File: src/rtl/ihp_pkg.sv
// ----------------------------------------------------------------------------
// ihp_pkg
// Shared types and constants for the indexed min-heap.
// ----------------------------------------------------------------------------
`default_nettype none

package ihp_pkg;

    localparam int DEPTH        = 1024;
    localparam int HANDLE_WIDTH = 16;
    localparam int KEY_W        = 64;
    localparam int ADDR_W       = $clog2(DEPTH);
    localparam int CNT_W        = $clog2(DEPTH + 1);
    localparam int CH_W         = ADDR_W + 2;

    localparam logic [1:0] CMD_INSERT = 2'd0;
    localparam logic [1:0] CMD_UPSERT = 2'd1;
    localparam logic [1:0] CMD_REMOVE = 2'd2;

    localparam logic [1:0] STAT_OK      = 2'd0;
    localparam logic [1:0] STAT_FULL    = 2'd1;
    localparam logic [1:0] STAT_BAD_POS = 2'd2;

    typedef struct packed {
        logic [1:0]              command;
        logic [ADDR_W-1:0]       position;
        logic [KEY_W-1:0]        key_value;
        logic [HANDLE_WIDTH-1:0] owner_handle;
    } req_t;

    typedef struct packed {
        logic [HANDLE_WIDTH-1:0] moved_handle;
        logic [ADDR_W-1:0]       moved_position;
        logic                    move_valid;
        logic                    last_item;
        logic [1:0]              status;
        logic [CNT_W-1:0]        entry_count;
        logic [KEY_W-1:0]        top_value;
        logic [HANDLE_WIDTH-1:0] top_handle;
    } rsp_t;

    typedef struct packed {
        logic [KEY_W-1:0]        key;
        logic [HANDLE_WIDTH-1:0] handle;
    } entry_t;

    typedef struct packed {
        logic              rd_a_en;
        logic [ADDR_W-1:0] rd_a_addr;
        logic              rd_b_en;
        logic [ADDR_W-1:0] rd_b_addr;
        logic              wr_en;
        logic [ADDR_W-1:0] wr_addr;
        entry_t            wr_data;
    } store_req_t;

    typedef enum logic [2:0] {
        S_IDLE,
        S_LOAD,
        S_UP_RD,
        S_UP_CMP,
        S_DOWN_RD,
        S_DOWN_CMP,
        S_FINAL,
        S_NOP
    } state_t;

endpackage

`default_nettype wire

File: src/rtl/ihp_seq.sv
// ----------------------------------------------------------------------------
// ihp_seq
// Command sequencer: sift up/down over the entry memory, one level per step,
// one result beat per slot write.
// ----------------------------------------------------------------------------
`default_nettype none

module ihp_seq (
    input  wire logic                clk,
    input  wire logic                rst_n,
    input  wire logic                req_valid,
    output logic                     req_ready,
    input  wire ihp_pkg::req_t       req,
    output logic                     emit_valid,
    input  wire logic                emit_ready,
    output ihp_pkg::rsp_t            res,
    output ihp_pkg::store_req_t      sreq,
    input  wire ihp_pkg::entry_t     rd_a,
    input  wire ihp_pkg::entry_t     rd_b
);

    localparam int ADDR_W = ihp_pkg::ADDR_W;
    localparam int CNT_W  = ihp_pkg::CNT_W;
    localparam int CH_W   = ihp_pkg::CH_W;

    ihp_pkg::state_t                  state_reg, state_next;
    logic [CNT_W-1:0]                 count_reg, count_next;
    logic [ADDR_W-1:0]                slot_reg, slot_next;
    logic [ihp_pkg::KEY_W-1:0]        key_reg, key_next;
    logic [ihp_pkg::HANDLE_WIDTH-1:0] hnd_reg, hnd_next;
    logic [1:0]                       status_reg, status_next;
    logic                             settle_reg, settle_next;
    logic [ihp_pkg::KEY_W-1:0]        top_key_reg;
    logic [ihp_pkg::HANDLE_WIDTH-1:0] top_hnd_reg;

    logic [CNT_W-1:0]  count_m1;
    logic [CNT_W-1:0]  pos_ext;
    logic [ADDR_W-1:0] parent;
    logic [CH_W-1:0]   left_idx;
    logic [CH_W-1:0]   right_idx;
    logic              left_ok;
    logic              right_ok;
    logic              a_lt_k;
    logic              b_lt_k;
    logic              b_lt_a;
    logic              take_b;
    ihp_pkg::entry_t   emit_entry;

    assign count_m1  = count_reg - CNT_W'(1);
    assign pos_ext   = CNT_W'(req.position);
    assign parent    = (slot_reg - ADDR_W'(1)) >> 1;
    assign left_idx  = {1'b0, slot_reg, 1'b1};
    assign right_idx = left_idx + CH_W'(1);
    assign left_ok   = left_idx < CH_W'(count_reg);
    assign right_ok  = right_idx < CH_W'(count_reg);
    assign a_lt_k    = rd_a.key < key_reg;
    assign b_lt_k    = rd_b.key < key_reg;
    assign b_lt_a    = rd_b.key < rd_a.key;
    assign take_b    = right_ok && (a_lt_k ? b_lt_a : b_lt_k);

    always_ff @(posedge clk or negedge rst_n)
    begin
        if (!rst_n)
        begin
            state_reg  <= ihp_pkg::S_IDLE;
            count_reg  <= '0;
            settle_reg <= 1'b0;
            status_reg <= ihp_pkg::STAT_OK;
        end
        else
        begin
            state_reg  <= state_next;
            count_reg  <= count_next;
            settle_reg <= settle_next;
            status_reg <= status_next;
        end
    end

    always_ff @(posedge clk)
    begin
        slot_reg <= slot_next;
        key_reg  <= key_next;
        hnd_reg  <= hnd_next;
        if (sreq.wr_en && sreq.wr_addr == '0)
        begin
            top_key_reg <= sreq.wr_data.key;
            top_hnd_reg <= sreq.wr_data.handle;
        end
    end

    always_comb
    begin
        state_next  = state_reg;
        count_next  = count_reg;
        slot_next   = slot_reg;
        key_next    = key_reg;
        hnd_next    = hnd_reg;
        status_next = status_reg;
        settle_next = settle_reg;
        req_ready   = 1'b0;
        emit_valid  = 1'b0;
        emit_entry  = {key_reg, hnd_reg};
        res         = '0;
        sreq        = '0;

        case (state_reg)
            ihp_pkg::S_IDLE:
            begin
                req_ready      = 1'b1;
                sreq.rd_a_addr = count_m1[ADDR_W-1:0];
                if (req_valid)
                begin
                    key_next    = req.key_value;
                    hnd_next    = req.owner_handle;
                    settle_next = 1'b1;
                    status_next = ihp_pkg::STAT_OK;
                    slot_next   = req.position;
                    case (req.command)
                        ihp_pkg::CMD_INSERT, ihp_pkg::CMD_UPSERT:
                        begin
                            if (req.command == ihp_pkg::CMD_UPSERT && pos_ext < count_reg)
                            begin
                                state_next = ihp_pkg::S_UP_RD;
                            end
                            else if (count_reg == CNT_W'(ihp_pkg::DEPTH))
                            begin
                                status_next = ihp_pkg::STAT_FULL;
                                state_next  = ihp_pkg::S_NOP;
                            end
                            else
                            begin
                                slot_next  = count_reg[ADDR_W-1:0];
                                count_next = count_reg + CNT_W'(1);
                                state_next = ihp_pkg::S_UP_RD;
                            end
                        end
                        ihp_pkg::CMD_REMOVE:
                        begin
                            if (!(pos_ext < count_reg))
                            begin
                                status_next = ihp_pkg::STAT_BAD_POS;
                                state_next  = ihp_pkg::S_NOP;
                            end
                            else
                            begin
                                count_next = count_m1;
                                if (pos_ext == count_m1)
                                begin
                                    state_next = ihp_pkg::S_NOP;
                                end
                                else
                                begin
                                    sreq.rd_a_en = 1'b1;
                                    state_next   = ihp_pkg::S_LOAD;
                                end
                            end
                        end
                        default:
                        begin
                            state_next = ihp_pkg::S_NOP;
                        end
                    endcase
                end
            end

            ihp_pkg::S_LOAD:
            begin
                key_next   = rd_a.key;
                hnd_next   = rd_a.handle;
                state_next = ihp_pkg::S_UP_RD;
            end

            ihp_pkg::S_UP_RD:
            begin
                if (slot_reg == '0)
                begin
                    state_next = settle_reg ? ihp_pkg::S_DOWN_RD : ihp_pkg::S_FINAL;
                end
                else
                begin
                    sreq.rd_a_en   = 1'b1;
                    sreq.rd_a_addr = parent;
                    state_next     = ihp_pkg::S_UP_CMP;
                end
            end

            ihp_pkg::S_UP_CMP:
            begin
                if (rd_a.key > key_reg)
                begin
                    emit_valid = 1'b1;
                    emit_entry = rd_a;
                    if (emit_ready)
                    begin
                        slot_next   = parent;
                        settle_next = 1'b0;
                        state_next  = ihp_pkg::S_UP_RD;
                    end
                end
                else
                begin
                    state_next = settle_reg ? ihp_pkg::S_DOWN_RD : ihp_pkg::S_FINAL;
                end
            end

            ihp_pkg::S_DOWN_RD:
            begin
                if (left_ok)
                begin
                    sreq.rd_a_en   = 1'b1;
                    sreq.rd_a_addr = left_idx[ADDR_W-1:0];
                    sreq.rd_b_en   = 1'b1;
                    sreq.rd_b_addr = right_idx[ADDR_W-1:0];
                    state_next     = ihp_pkg::S_DOWN_CMP;
                end
                else
                begin
                    state_next = ihp_pkg::S_FINAL;
                end
            end

            ihp_pkg::S_DOWN_CMP:
            begin
                if (take_b || a_lt_k)
                begin
                    emit_valid = 1'b1;
                    emit_entry = take_b ? rd_b : rd_a;
                    if (emit_ready)
                    begin
                        slot_next  = take_b ? right_idx[ADDR_W-1:0] : left_idx[ADDR_W-1:0];
                        state_next = ihp_pkg::S_DOWN_RD;
                    end
                end
                else
                begin
                    state_next = ihp_pkg::S_FINAL;
                end
            end

            ihp_pkg::S_FINAL:
            begin
                emit_valid = 1'b1;
                if (emit_ready)
                begin
                    state_next = ihp_pkg::S_IDLE;
                end
            end

            ihp_pkg::S_NOP:
            begin
                emit_valid = 1'b1;
                if (emit_ready)
                begin
                    state_next = ihp_pkg::S_IDLE;
                end
            end

            default:
            begin
                state_next = ihp_pkg::S_IDLE;
            end
        endcase

        if (state_reg != ihp_pkg::S_NOP)
        begin
            res.moved_handle   = emit_entry.handle;
            res.moved_position = slot_reg;
            res.move_valid     = 1'b1;
        end

        if (state_reg == ihp_pkg::S_FINAL || state_reg == ihp_pkg::S_NOP)
        begin
            res.last_item   = 1'b1;
            res.status      = status_reg;
            res.entry_count = count_reg;
            if (state_reg == ihp_pkg::S_FINAL && slot_reg == '0)
            begin
                res.top_value  = key_reg;
                res.top_handle = hnd_reg;
            end
            else if (count_reg != '0)
            begin
                res.top_value  = top_key_reg;
                res.top_handle = top_hnd_reg;
            end
        end

        sreq.wr_en   = emit_valid && emit_ready && res.move_valid;
        sreq.wr_addr = slot_reg;
        sreq.wr_data = emit_entry;
    end

`ifndef ASSERT_OFF
    a_write_below_count: assert property (@(posedge clk) disable iff (!rst_n)
        sreq.wr_en |-> CNT_W'(sreq.wr_addr) < count_reg)
        else $error("slot write at or past count");

    a_count_bound: assert property (@(posedge clk) disable iff (!rst_n)
        count_reg <= CNT_W'(ihp_pkg::DEPTH))
        else $error("count past depth");

    a_count_only_on_accept: assert property (@(posedge clk) disable iff (!rst_n)
        !(req_valid && req_ready) |=> $stable(count_reg))
        else $error("count changed without a command");

    a_last_returns_idle: assert property (@(posedge clk) disable iff (!rst_n)
        (emit_valid && emit_ready && res.last_item) |=> state_reg == ihp_pkg::S_IDLE)
        else $error("sequencer busy after last beat");
`endif

endmodule

`default_nettype wire

File: config.mk
export PLATFORM = sky130hd
export DESIGN_NAME = ihp_seq
export DESIGN_NICKNAME = d
export VERILOG_FILES = /design/src/rtl/ihp_pkg.sv /design/src/rtl/ihp_seq.sv
export SDC_FILE = /design/constraint.sdc
export NUM_CORES = 1
export LEC_CHECK = 0
export ABC_AREA = 1
export BUFFER_PORTS_ARGS = -buffer_cell sky130_fd_sc_hd__buf_2
export CORE_MARGIN = 4
export CORE_UTILIZATION = 45
export DETAILED_ROUTE_END_ITERATION = 10
export PLACE_DENSITY = 0.74
export SYNTH_ARGS = -nofsm -noshare
export SYNTH_HDL_FRONTEND = slang
export SYNTH_SLANG_ARGS = --single-unit
File: constraint.sdc
create_clock -name clk -period 13.45 [get_ports clk]
set_input_delay 3.3625 -clock clk [delete_from_list [all_inputs] [get_ports clk]]
set_output_delay 3.3625 -clock clk [all_outputs]
set_load 0.005 [all_outputs]
==> metrics.cfg, run 1 <==
[placed_design]
place_congestion = 1.01
io_buffer_count = 490
place.detailed.hpwl_um = 51400
dpl-instance-area_um2 = 21300
place_worst_setup_slack_ps = 2990

[worst_setup_path]
cpMaxStageDelayCell = sky130_fd_sc_hd__nor4b_1
critical_path.endpoint_type = output pin
crit_top_cell = sky130_fd_sc_hd__inv_1
cp-startpoint = rd_a[31]
worstPathArrival_ps = 7170
r2r.worst_path.cells = 18
worst-endpoint-required_ps = 10090
path_cells = buf_2 > ha_1 > nand2_1 > nor2_1 > nand4_1 > nor4b_1 > nand3_1 > nand2_1 > inv_1 > nand2_4 > o21ai_0 > inv_1 > nand3_1 > o21ai_0 > inv_1 > buf_2
crit-reg2reg-capture = top_key_reg[34]$_DFFE_PP_
crit_path_max_incr_delay_ps = 820
criticalPathCategory = in -> out
r2r_setup_slack_ps = 6310
timing.critical_path.from_type = input port
crit-reg2reg-launch = slot_reg[4]$_DFFE_PP_
crit_end = sreq[48]
crit_path_max_fanout = 82

[grt]
via_count_of_the_first_global_routing_pass = 19800
grt_first_pass_wirelength_um = 109000
initial_antenna_violation_count = 22
gr-usage-all-layers_pct = 31.1
grt_start_max_net_pins = 108
globalRoute.totalOverflow = 0

[power_and_ir_drop]
power_density_nw_per_um2 = 193
portion_of_total_power_attributed_to_sequential_cells_pct = 24.2
clock_power_share_pct = 12.2
net-switching-power_mw = 2.20
irDropWorstVdd_mv = 0.119
power.combinational.fraction_pct = 63.6
intPower_mw = 2.03
static-leakage-power_nw = 11.5
switching_share_pct = 52.0

[drt]
route.detailed.wl_per_inst_um = 19.9
ant_nets = 0
drt_iter0_drc = 1780
vias = 20600
drt_drc_violations_left = 0
drt_pass1_iterations = 6
drt-vias-per-instance = 5.72
route.final.wire_length_um = 71700

[layout]
area_growth_syn_to_layout_pct = 18.3
nNetsFinal = 3521
finalCoreUtilization_pct = 54.4
final_cell_area_um2 = 21900
post_route_cells_drive_above_1_share_pct = 18.9

[flow_run]
cap_violations = 0

[clock_tree]
cts_made_buffers = 17
cts.repair_timing.setup_buffer_count = 0
clk_pin_slew_ps = 80
post_cts_hold_buffer_count = 0
clk_path_buf_depth = 2
tritoncts_clock_tree = done
numClockSinks = 187
cts_resized = 0
cts-htree-levels = 4
cts_root_buffer = sky130_fd_sc_hd__clkbuf_16
worst_skew_late_latency_ps = 500

[logic_synthesis]
synth.top_cell.area_share_pct = 27.6
mappedNetlistArea_um2 = 18500
yosys.cell_types.count = 48
synth_enable_flop_cells = 170
ys_seq_elements = 187
ys_async_sr_fraction_pct = 9.09
post_synth_inst_count = 2642
yosys_warning_count = 0
synth_fp_nets = 3122
synth_area_per_cell_um2 = 7.00
yosysSeqAreaShare_pct = 29.9
synth_top_cells_by_area = sky130_fd_sc_hd__edfxtp_1 28%, sky130_fd_sc_hd__ha_1 15%, sky130_fd_sc_hd__nand2_1 13%
post-synth-top-area-cell = sky130_fd_sc_hd__edfxtp_1
dominantRegCellSynth = sky130_fd_sc_hd__edfxtp_1

[die]
die_area_um2 = 44400
floorplan.io_pins = 492
floorplan.rows = 73
die_w_um = 211
coreArea_um2 = 40200
floorplan.die.height_um = 211
initial_core_util_pct = 46.0

[sta]
final-hold-violation-count = 0
worst_setup_slack_final_ps = 2920
tightest_slew_ps = 1250
final_report_max_slew_violation_count = 0
min_period_ps = 10530
setup-tns-final_ps = 0
worst_slew_margin_rel_pct = 16.4
fmax_ghz = 0.0949
timing.hold.ws_ps = 527
rsz_0062_raised_after_global_routing = no
final_setup_violating_endpoints = 0
share_of_the_cycle_needed_by_the_critical_path_after_routing_pct = 78.3
worst_clock_skew_ps = 9.50

[worst_hold_path]
worst_hold_launch = status_reg[1]$_DFFE_PN0P_
hold_path_class = reg -> reg

[run_status]
status = finished, final reports clean

==> layout by cell type, fill, tap and decap left out, types with 8 or more instances in the layout <==
| cell | instances |
|---|---|
| sky130_fd_sc_hd__nand3_1 | 146 |
| sky130_fd_sc_hd__nand4_1 | 70 |
| sky130_fd_sc_hd__or2_2 | 17 |
| sky130_fd_sc_hd__ha_1 | 224 |
| sky130_fd_sc_hd__o211ai_1 | 71 |
| sky130_fd_sc_hd__o21ai_1 | 17 |
| sky130_fd_sc_hd__o221ai_1 | 10 |
| sky130_fd_sc_hd__clkinv_1 | 11 |
| sky130_fd_sc_hd__dfrtp_1 | 17 |
| sky130_fd_sc_hd__nor2_1 | 131 |
| sky130_fd_sc_hd__nand2_1 | 614 |
| sky130_fd_sc_hd__buf_4 | 18 |
| sky130_fd_sc_hd__xor2_1 | 27 |
| sky130_fd_sc_hd__clkbuf_16 | 17 |
| sky130_fd_sc_hd__o21ai_0 | 304 |
| sky130_fd_sc_hd__a21oi_1 | 201 |
| sky130_fd_sc_hd__diode_2 | 18 |
| sky130_fd_sc_hd__edfxtp_1 | 170 |
| sky130_fd_sc_hd__buf_2 | 490 |
| sky130_fd_sc_hd__nor3_1 | 19 |
| sky130_fd_sc_hd__inv_1 | 406 |
| sky130_fd_sc_hd__o21a_1 | 8 |
==> cell type report <==
type,instances,area (um2)
Tap cell,525,657
Antenna cell,18,45.0
Fill cell,3920,18300
Clock buffer,17,425
Inverter,420,1580
Timing Repair Buffer,508,2590
Sequential cell,187,5530
Clock inverter,15,123
Multi-Input combinational cell,1907,10900
==> cells in the mapped netlist (19+ instances only) <==
cell                         n
sky130_fd_sc_hd__nand2_1   619
sky130_fd_sc_hd__nand4_1    70
sky130_fd_sc_hd__a21oi_1   201
sky130_fd_sc_hd__clkbuf_1   89
sky130_fd_sc_hd__o211ai_1   71
sky130_fd_sc_hd__inv_1     408
sky130_fd_sc_hd__o21ai_0   304
sky130_fd_sc_hd__nor2_1    131
sky130_fd_sc_hd__xor2_1     27
sky130_fd_sc_hd__nor3_1     19
sky130_fd_sc_hd__ha_1      224
sky130_fd_sc_hd__edfxtp_1  170
sky130_fd_sc_hd__nand3_1   149
sky130_fd_sc_hd__buf_2      35
==> worst min-delay path by stage <==
stage                                     end  slack [ps]  cells past startpoint
finish              status_reg[1]$_DFFE_PN0P_         530                      1
global route        status_reg[1]$_DFFE_PN0P_         550                      1
CTS                 status_reg[1]$_DFFE_PN0P_         530                      1
detailed placement  status_reg[1]$_DFFE_PN0P_         510                      1
global placement    status_reg[1]$_DFFE_PN0P_         470                      1
floorplan           status_reg[1]$_DFFE_PN0P_         460                      1
==> cells by family (layout without fill, tap and decap cells) <==
group           after synthesis  after routing  share of synthesized area (%)
compound gates              626            626                           18.4
flops                       187            187                           29.9
other cells                   1             19                         0.0203
buf+inv                     548            960                           11.4
simple gates               1026           1026                           23.7
xor+xnor                     29             29                           1.37
mux                           1              1                         0.0542
fa+ha+maj                   224            224                           15.2
==> metal layers <==
layer  vias up  global-route usage [%]  wire length, um
met4        10                    14.9             3290
met2      1089                    50.9            33100
met3       209                    6.76             6820
met1      9548                    39.2            28400
met5         -                       0               68
li1       9707                       -                -
==> metrics by stage <==
step / power, mW / cells
after floorplan: 2.65 / 2642
after detailed placement: 3.67 / 3547
final: 4.23 / 3597
after global placement: 3.60 / 3547
after global routing: 4.58 / 3593
after CTS: 4.20 / 3579
==> critical path: cells and delay by family <==
kind	cells	cell delay, ps
simple gates	8	2520
buf+inv	5	590
compound gates	2	330
fa+ha+maj	1	290
==> power groups by stage <==
| stage | clock network [mW] | logic (mW) | registers [mW] |
|---|---|---|---|
| after floorplan | 0 | 1.67 | 0.979 |
| after global placement | 0 | 2.57 | 1.02 |
| after detailed placement | 0 | 2.64 | 1.03 |
| after CTS | 0.528 | 2.65 | 1.02 |
| after global routing | 0.547 | 2.99 | 1.04 |
| final | 0.517 | 2.69 | 1.02 |
Power figures use the tool's default switching activity.
==> inputs of run 2 (changes only) <==
--- a/config.mk
+++ b/config.mk
@@ -10,7 +10,7 @@
 export CORE_MARGIN = 4
 export CORE_UTILIZATION = 45
 export DETAILED_ROUTE_END_ITERATION = 10
-export PLACE_DENSITY = 0.74
+export PLACE_DENSITY = 0.77
 export SYNTH_ARGS = -nofsm -noshare
 export SYNTH_HDL_FRONTEND = slang
 export SYNTH_SLANG_ARGS = --single-unit
==> constraint.sdc (replaced) <==
create_clock -name clk -period 9.4 [get_ports clk]
set_input_delay 2.35 -clock clk [delete_from_list [all_inputs] [get_ports clk]]
set_output_delay 2.35 -clock clk [all_outputs]
set_load 0.005 [all_outputs]
==> metrics.cfg, run 2 (synthesis results as in run 1) <==
[drt]
drt-vias-per-instance = 5.67
vias = 20400
drt_iter0_drc = 1663
ant_nets = 0
route.final.wire_length_um = 71700
route.detailed.wl_per_inst_um = 19.9
drt_pass1_iterations = 6
drt_drc_violations_left = 0

[run_status]
status = finished, final reports clean

[grt]
grt_first_pass_wirelength_um = 109000
grt_start_max_net_pins = 95
via_count_of_the_first_global_routing_pass = 19800
gr-usage-all-layers_pct = 31.0
initial_antenna_violation_count = 17
globalRoute.totalOverflow = 0

[worst_setup_path]
path_cells = buf_2 > ha_1 > nand2_1 > nor2_1 > nand2_1 > nor4_1 > and3_1 > nand2_1 > a31oi_2 > nand2_1 > nand2_2 > buf_12 > nand2_1 > nand3_1 > o21ai_0 > inv_1 > buf_2
crit_top_cell = sky130_fd_sc_hd__nand2_1
critical_path.top_delay_family = simple AND/OR/NAND/NOR gates
timing.critical_path.from_type = input port
crit-reg2reg-launch = slot_reg[4]$_DFFE_PP_
worstPathArrival_ps = 5720
criticalPathCategory = in -> out
critical_path.endpoint_type = output pin
crit_path_max_fanout = 31
cpMaxStageDelayCell = sky130_fd_sc_hd__nand2_2
crit_path_max_incr_delay_ps = 520
worst-endpoint-required_ps = 7050
cp-startpoint = rd_b[75]
path_buf_inv = 4

[clock_tree]
post_cts_hold_buffer_count = 0
tritoncts_clock_tree = done
worst_skew_late_latency_ps = 500
cts_made_buffers = 17
clk_pin_slew_ps = 70
cts.repair_timing.setup_buffer_count = 0
clk_path_buf_depth = 2
cts_resized = 0
cts-htree-levels = 4
numClockSinks = 187
cts_root_buffer = sky130_fd_sc_hd__clkbuf_16

[sta]
tightest_slew_ps = 1160
fmax_ghz = 0.124
final-hold-violation-count = 0
final_report_max_slew_violation_count = 0
share_of_the_cycle_needed_by_the_critical_path_after_routing_pct = 85.8
worst_clock_skew_ps = 14.2
final_setup_violating_endpoints = 0
setup-tns-final_ps = 0
rsz_0062_raised_after_global_routing = no
worst_setup_slack_final_ps = 1330
min_period_ps = 8070
worst_slew_margin_rel_pct = 22.8

[power_and_ir_drop]
power.total_mw = 6.09
irDropWorstVdd_mv = 0.317
static-leakage-power_nw = 11.5
power_density_nw_per_um2 = 277

[worst_hold_path]
worst_hold_launch = status_reg[1]$_DFFE_PN0P_
hold_path_class = reg -> reg

[placed_design]
placed_cells_incl_taps = 3554
place_congestion = 0.956
io_buffer_count = 490
place_worst_setup_slack_ps = 1320
place.detailed.hpwl_um = 52700

[die]
die_w_um = 211
floorplan.io_pins = 492
floorplan.rows = 73
die_area_um2 = 44400
coreArea_um2 = 40200
initial_core_util_pct = 46.0
floorplan.die.height_um = 211

[layout]
nNetsFinal = 3528
area_growth_syn_to_layout_pct = 18.7
most-common-layout-cells = 614 x sky130_fd_sc_hd__nand2_1, 490 x sky130_fd_sc_hd__buf_2, 406 x sky130_fd_sc_hd__inv_1
layout.cells.non_filler = 3598
final_common_cell = sky130_fd_sc_hd__nand2_1
post_route_cells_drive_above_1_share_pct = 19.1

[flow_run]
cap_violations = 0

## run 2: worst paths after layout
kind                            slack, ps  cells after the start                   endpoint
worst max-delay path                 1330                     17                   sreq[35]
worst min-delay path                  500                      1  status_reg[1]$_DFFE_PN0P_
worst max register to register       4110                     15  top_key_reg[43]$_DFFE_PP_
worst min register to register        500                      1  status_reg[1]$_DFFE_PN0P_
max in group asynchronous            7290                      1     settle_reg$_DFFE_PN0P_
min in group asynchronous            1800                      1   count_reg[5]$_DFFE_PN0P_
## run 2: cell type report
type | count | area (um2)
flip-flops and latches | 187 | 5530
clock inverters | 14 | 125
diodes | 13 | 32.5
multi-input cells | 1907 | 10900
repair buffers | 515 | 2680
well taps | 525 | 657
inverters | 420 | 1580
clock buffers | 17 | 425
fillers | 3924 | 18200
## run 2: through the flow
step,hold slack [ps],cell area (um2),utilization (%)
after detailed placement,489,21400,53.2
after global placement,478,21400,53.2
after CTS,506,21900,54.5
final,502,21900,54.6
after floorplan,464,18500,-
after global routing,531,21900,54.6
## run 2: power breakdown
| part | internal [mW] | switching, mW | total, mW | leakage [nW] |
|---|---|---|---|---|
| Sequential | 1.26 | 0.205 | 1.46 | 1.77 |
| Clock | 0.364 | 0.374 | 0.738 | 0.267 |
| Combinational | 1.30 | 2.59 | 3.89 | 9.51 |
| Total | 2.92 | 3.17 | 6.09 | 11.5 |
## run 2: per-layer routing
layer  global-route usage, %  part of all wire, %  vias up  routed length, um
li1                        -                    -     9725                  -
met1                    39.4                   39     9454              28200
met2                    51.0                   48     1033              34300
met3                    6.53                  9.1      175               6540
met4                    14.2                  3.7       10               2630
met5                       0                 0.10        -                 74
